--- src/rtl/ompt_pkg.sv ---
// Package for the OSD message priority table: command codes, the request and
// response beat layouts and the beat that walks the row of table cells.
// No dependencies.
package ompt_pkg;

	// Widest index and count over the supported table depths (1 to 256)
	localparam int IDX_W = 8;
	localparam int CNT_W = 9;

	localparam logic [7:0] NO_MATCH = 8'hff;

	typedef enum logic [3:0] {
		CMD_INIT        = 4'd0,
		CMD_REGISTER    = 4'd1,
		CMD_UPDATE      = 4'd2,
		CMD_ENABLE      = 4'd3,
		CMD_ENABLE_TMO  = 4'd4,
		CMD_DISABLE     = 4'd5,
		CMD_CHECK       = 4'd6,
		CMD_PROCESS     = 4'd7,
		CMD_RELEASE_WIN = 4'd8,
		CMD_GET_DISPLAY = 4'd9
	} cmd_e;

	typedef enum logic [1:0] {
		MODE_NONE  = 2'd0,
		MODE_SMALL = 2'd1,
		MODE_FULL  = 2'd2
	} mode_e;

	typedef struct packed {
		logic [3:0]  cmd;
		logic [7:0]  msg_number;
		logic        has_short;
		logic [31:0] lifetime_ms;
		logic [31:0] now_ms;
		logic [1:0]  mode;
		logic [7:0]  window_id;
	} req_t;

	typedef struct packed {
		logic       ok;
		logic       enabled;
		logic       show_pulse;
		logic       hide_pulse;
		logic [7:0] shown_number;
		logic [4:0] shown_index;
		logic       shown_short;
		logic       displayed_valid;
		logic [7:0] displayed_number;
	} rsp_t;

	// Command beat as it travels the cell row, with the running search results
	typedef struct packed {
		logic [3:0]       cmd;
		logic [7:0]       num;
		logic             has_short;
		logic [31:0]      deadline;   // now + timeout, wrapped
		logic [31:0]      now;
		logic [1:0]       mode;
		logic [7:0]       window;
		logic [CNT_W-1:0] count;      // fill level when the beat entered
		logic             found;
		logic             enab;
		logic             pick_valid;
		logic [7:0]       best;
		logic [IDX_W-1:0] pick_idx;
	} walk_t;

endpackage

--- src/rtl/ompt_cell.sv ---
// One table entry of the OSD message priority table: holds the entry and
// handles the command beat passing by, then hands it on. Depends on ompt_pkg.
module ompt_cell import ompt_pkg::*; #(
	parameter int IDX = 0
) (
	input  logic  clk,
	input  logic  arst_n,
	input  logic  up_valid,
	input  walk_t up_beat,
	output logic  dn_valid,
	output walk_t dn_beat
);

	logic [7:0]  number_q;
	logic        short_q;
	logic        enabled_q;
	logic [31:0] deadline_q;
	logic        dn_valid_q;
	walk_t       dn_beat_q;

	logic        live;
	logic        hit;
	logic        elig;
	logic        wr_entry;
	logic        enabled_d;
	logic [31:0] deadline_d;
	walk_t       beat_d;

	assign live = up_beat.count > CNT_W'(IDX);
	assign hit  = live && !up_beat.found && (up_beat.num != NO_MATCH)
		&& (number_q == up_beat.num);
	assign elig = (up_beat.mode == MODE_FULL) || ((up_beat.mode == MODE_SMALL) && short_q);

	always_comb begin
		beat_d     = up_beat;
		enabled_d  = enabled_q;
		deadline_d = deadline_q;
		wr_entry   = 1'b0;
		case (cmd_e'(up_beat.cmd))
			CMD_INIT: begin
				enabled_d  = 1'b0;
				deadline_d = '0;
			end
			CMD_REGISTER: begin
				wr_entry = up_beat.count == CNT_W'(IDX);
			end
			CMD_UPDATE: begin
				if (hit) begin
					beat_d.found = 1'b1;
				end
			end
			CMD_CHECK: begin
				if (hit) begin
					beat_d.found = 1'b1;
					beat_d.enab  = enabled_q;
				end
			end
			CMD_ENABLE, CMD_ENABLE_TMO, CMD_DISABLE: begin
				if (hit) begin
					beat_d.found = 1'b1;
					enabled_d    = cmd_e'(up_beat.cmd) != CMD_DISABLE;
					deadline_d   = (cmd_e'(up_beat.cmd) == CMD_ENABLE_TMO) ?
						up_beat.deadline : 32'd0;
				end
			end
			CMD_PROCESS: begin
				if (live && (up_beat.mode != MODE_NONE)) begin
					// pick sees the flag before expiry
					if (elig && enabled_q && (number_q < up_beat.best)) begin
						beat_d.pick_valid = 1'b1;
						beat_d.best       = number_q;
						beat_d.pick_idx   = IDX_W'(IDX);
					end
					if (enabled_q && (deadline_q != 32'd0) && (deadline_q <= up_beat.now)) begin
						enabled_d  = 1'b0;
						deadline_d = '0;
					end
				end
			end
			default: begin
			end
		endcase
	end

	always_ff @(posedge clk or negedge arst_n) begin
		if (!arst_n) begin
			enabled_q  <= 1'b0;
			deadline_q <= '0;
			dn_valid_q <= 1'b0;
		end else begin
			dn_valid_q <= up_valid;
			if (up_valid) begin
				enabled_q  <= enabled_d;
				deadline_q <= deadline_d;
			end
		end
	end

	always_ff @(posedge clk) begin
		dn_beat_q <= beat_d;
		if (up_valid && wr_entry) begin
			number_q <= up_beat.num;
			short_q  <= up_beat.has_short;
		end
	end

	assign dn_valid = dn_valid_q;
	assign dn_beat  = dn_beat_q;

endmodule

--- config.mk ---
export PLATFORM = sky130hd
export DESIGN_NAME = ompt_cell
export DESIGN_NICKNAME = d
export VERILOG_FILES = /design/src/rtl/ompt_pkg.sv /design/src/rtl/ompt_cell.sv
export SDC_FILE = /design/constraint.sdc
export NUM_CORES = 1
export LEC_CHECK = 0
export ABC_AREA = 1
export BUFFER_PORTS_ARGS = -buffer_cell sky130_fd_sc_hd__buf_2
export CORE_MARGIN = 2
export CORE_UTILIZATION = 35
export CTS_CLUSTER_SIZE = 8
export DETAILED_ROUTE_END_ITERATION = 12
export PLACE_DENSITY_LB_ADDON = 0.15
export SETUP_SLACK_MARGIN = 0.4
export SYNTH_ARGS = -nofsm -noshare
export SYNTH_HDL_FRONTEND = slang
export SYNTH_SLANG_ARGS = --single-unit
--- constraint.sdc ---
create_clock -name clk -period 2.1 [get_ports clk]
set_input_delay 0 -clock clk [delete_from_list [all_inputs] [get_ports clk]]
set_output_delay 0 -clock clk [all_outputs]
set_load 0.05 [all_outputs]
### After elaboration in Yosys (flattened, before gate mapping)

Cells that the tools add are included.

| word-level totals | value |
|---|---|
| output and inout port bits | 116 |
| register bits after elaboration | 158 |
| bits of input ports | 118 |
| word-level logic and storage cells | 73 |

| cells by class | value |
|---|---|
| mux-type cells | 17 |
| $lt $le $gt $ge | 3 |
| equal/unequal tests | 15 |
| reduce and logical (&&, ||, !) cells | 20 |

Operators by type and width:

| cell | count |
|---|---|
| $mux 32 | 4 |
| $pmux 32 s3 | 1 |
| $mux 17 | 3 |
| $le 32x32->1 | 1 |
| $reduce_bool 32->1 | 1 |
| $eq 4x3->1 const B | 4 |
| $logic_and 1x1->1 | 10 |
| $gt 9x1->1 const B | 1 |
| $logic_not 9->1 | 1 |
| $eq 4x2->1 const B | 2 |
| $eq 8x8->1 | 1 |
| $lt 8x8->1 | 1 |
| $ne 8x8->1 const B | 1 |
| $mux 1 | 6 |
| $ne 2x2->1 const B | 3 |
| $reduce_and 5->1 | 1 |
| $eq 4x1->1 const B | 1 |
| $logic_not 4->1 | 1 |
| $ne 4x3->1 const B | 1 |
| $reduce_or 4->1 | 1 |
| $pmux 1 s3 | 1 |
| $reduce_bool 3->1 | 1 |
| $reduce_or 3->1 | 1 |
| $eq 2x1->1 const B | 1 |
| other kinds (6) | 6 |

### Logic depth before layout (Yosys ltp)

| depth | value |
|---|---|
| depth after elaboration | 8 |
| depth in mapped cells | 20 |

### Worst setup path after synthesis

OpenSTA, ideal clock, no wires.

| path | value |
|---|---|
| kind | input-to-reg |
| start | input port up_beat[26] (netlist name) |
| end | register number_q[0] (enable) |
| required time | 1.701 ns |
| arrival | 1.442 ns |
| path slack | 0.259 ns |
| cell stages on the path | 4 |
| setup time | 0.399 ns |
| path buffers | 0 |
| path through | or3_1 nor2_2 inv_1 nor4_1 |

| between the ends | value |
|---|---|
| cells in the longest elaborated chain, start to end | 3 |

Ends and longest elaborated chain:

| element | RTL line | text |
|---|---|---|
| from (decl) | ompt_cell.sv:9 | `input walk_t up_beat,` |
| $logic_not 9->1 | ompt_cell.sv:45 | `wr_entry = up_beat.count == CNT_W'(IDX);` |
| $mux 1 | ompt_cell.sv:39 | `case (cmd_e'(up_beat.cmd))` |
| $logic_and 1x1->1 | ompt_cell.sv:101 | `if (up_valid && wr_entry) begin` |
| to (signal assigned) | ompt_cell.sv:102 | `number_q <= up_beat.num;` |
| to (decl) | ompt_cell.sv:14 | `logic [7:0] number_q;` |

No other way between the ends.
A chain may end at the register's enable or synchronous reset.

### Worst setup path after layout

| path | value |
|---|---|
| start | register deadline_q[17] |
| end | register deadline_q[16] |

| between the ends | value |
|---|---|
| cells in the longest elaborated chain, start to end | 5 |
| elaborated cells between the ends (all ways) | 6 |
| those cells by class | order compare (1); eq/ne (1); reduce/logical (4) |

Ends and longest elaborated chain:

| element | RTL line | text |
|---|---|---|
| from (decl) | ompt_cell.sv:17 | `logic [31:0] deadline_q;` |
| from (signal assigned) | ompt_cell.sv:94 | `deadline_q <= deadline_d;` |
| branches (longest 2 deep; another with $le 32x32->1) | n/a |  |
| $logic_and 1x1->1 * | ompt_cell.sv:74 | `if (enabled_q && (deadline_q != 32'd0) && (deadline_q <= up_beat.now)) begin` |
| $ne 2x2->1 (no line) * | n/a |  |
| $reduce_and 5->1 (no line) * | n/a |  |

Mark *: on every way between the ends.

==> qor.csv <==
metric,value,unit
WL final,16790,um
share of cells above drive strength 1,39.64,%
failing checks,negative hold slack,
Syn Inst Count,638,
crit share post-route,96.81,%
Power Density,779.5,nW/um2
Worst slew margin,45.07,%
Fillers,1430,
Yosys warning count,0,
nets,1191,
fin area,10020,um2
Detail Placement HPWL,10520,um
first-pass GRT wire length,26250,um
Mapped Nets,795,
clock slew seen by the registers of the worst setup and hold paths,0.06,ns
Starting Density,35.88,%
overall power,7.814,mW
DR vias/cell,4.270,
R2R Path Start,deadline_q[17],
synth-to-layout area growth,68.46,%
vias in the first global route,5569,
routed vias,5410,
hold path start,up_beat[114],
Post-DP Area,7391,um2
largest family of logic cells by synthesized area,simple AND/OR/NAND/NOR gates,
IO Count,234,
post-synthesis compound-gate area fraction,3.385,%
clock latency on the worst-skew pair,0.42,ns
Worst Skew,0.008575,ns
DR iter-0 viols,189,
GR Overflow Total,0,
Die X,134.4,um
critical path type,reg -> reg,
Root Buffer,clkbuf_16,
most frequent cells in the layout,"buf_2, dlygate4sd3_1, dfxtp_1",
WHS,-0.00009706,ns
port buffer count,233,
Peak Freq,0.4919,GHz
Worst EP arrival,2.39,ns
Post-Synth Simple-Gate Area,21.76,%
multi-input gate area in the final layout,2476,um2
"commonest non-fill, non-tap cell in the layout",buf_2,
chip height,134.4,um
post-synthesis mux area share,0,%
initial antenna violation count,0,
Synth Area in Adders,8.200,%
Final Hold Fails,1,
Core Rows,47,
Worst-Margin Slew,0.8240,ns
TNS Setup,0,ns
TritonCTS Buffers,17,
pre-CTS setup slack,-0.07396,ns
Post-synth EDFFs,9,
asr flop ratio synth,21.52,%
Synth Flop Type,dfxtp_1,
pin count of the biggest net entering global routing,35,
register bit count reported by yosys,158,
Syn Std Cell Area,5951,um2
min cycle time layout,2.033,ns
Synth Area in XOR/XNOR,0.2944,%
Routability Congestion,0.7667,
Setup crit start,deadline_q[17],
final core utilization,60.45,%
H-tree lvl count,4,
Antenna Nets Post-Route,0,
register area,3425,um2
CTS tree,yes,
setup slack after layout,0.06703,ns
core area,16580,um2
RSZ-0062 raised after global routing,yes,
crit path max fanout,8,
Sink Count,158,
"Req. time, crit path",2.46,ns
Post-Layout Cell Count,1267,
Max-Cap Viols,0,
drt drc,0,
# setup viols final,0,
register area share after synthesis,57.53,%
die area,18060,um2
leakage,5.224,nW
status,"complete, but fails checks",
DR WL/cell,13.25,um
Synth Area per Inst,9.327,um2
hold crit path type,in -> reg,
crit start category,register,
Initial DRT Pass Iterations,4,
Max Slew Vio Count,0,
crit end category,register,
placed insts,1086,
worst vdd ir,0.0005519,V
number of antenna diodes,0,
Tot GR Track Use,18.57,%
CTS Buffer Depth,2,
post-synth cell types,38,
==> state kept, by name, indices dropped and copies added, names as in the netlist <==
| signal | cells |
|---|---|
| deadline_q | 32 |
| dn_beat | 115 |
| dn_valid | 1 |
| number_q | 8 |
| short_q | 1 |
| enabled_q | 1 |
==> worst paths after layout <==
path                       slack [ns]  cells past startpoint              to
setup / recovery                 0.07                     15  deadline_q[16]
hold / removal                -0.0001                      5     dn_beat[17]
setup reg to reg                 0.07                     15  deadline_q[16]
hold reg to reg                  0.52                      2  deadline_q[28]
max in group asynchronous        1.31                      2  deadline_q[13]
min in group asynchronous        0.21                      2  deadline_q[25]
==> logic make-up (layout without fill, tap and decap cells) <==
group	after synthesis	count (layout)
buffers and inverters	126	531
AOI/OAI and AO/OA	33	33
xor gates and xnor gates	2	2
adders and majority gates	39	39
DFF	158	158
and+or+nand+nor	280	284
==> Yosys cell counts (3+ instances only) <==
master      n  area, um2
nand2_1   116      435.4
dfxtp_1   115       2302
inv_1     109      409.1
nor2_1     68      255.2
nand3_1    41      205.2
ha_1       39      488.0
dfrtp_1    34      850.8
nand2_2    21      131.4
a21oi_1    16      80.08
edfxtp_1    9      270.3
nand4_1     9      56.30
nor4_1      8      50.05
o21ai_0     6      30.03
o21ai_2     6      52.55
buf_2       3      15.01
buf_4       3      22.52
clkbuf_1    3      11.26
inv_2       3      11.26
or2_2       3      18.77
==> final cells by class <==
class	instances	area share, %
flip-flops and latches	158	34.16
repair inverters	1	0.1623
clock buffers	25	5.167
repair buffers	385	27.50
inverters	113	4.356
multi-input cells	358	24.70
clock inverters	7	1.211
well taps	220	2.746
==> routing by layer <==
metal  track usage, %  vias up  share of wire [%]
met1            21.39     2468                 43
met4            5.088        0               0.63
met2            33.39      147                 51
li1                 -     2789                  -
met5                0        -                  0
met3            5.593        6                5.5
==> worst max-delay path, stage by stage (launching register included) <==
cell and delay [ns]:
dfrtp_1 0.39, ha_1 0.29, nand2_1 0.07, nand2_1 0.06, nand2_2 0.06, nand2_2 0.04
nand2_2 0.07, nand3_2 0.06, a21oi_2 0.19, nand2_1 0.08, nand2_2 0.09, nand2_4 0.08
nand2_8 0.17, clkbuf_16 0.19, nand3_1 0.07, nand2_1 0.06
==> report_power, final <==
part | switching (mW) | internal [mW]
Combinational | 0.813 | 0.477
Clock | 1.21 | 2.08
Sequential | 0.0516 | 3.18
==> timing repair <==
item / CTS / global route
setup endpoints to repair: 51 / 51
hold endpoints to repair: 191 / 0
pin swaps: 7 / 45
cloned: 6 / 3
setup buffers: 15 / 8
hold buffers: 117 / 0
gates resized for setup: 41 / 59
(Power assumes the default switching activity.)
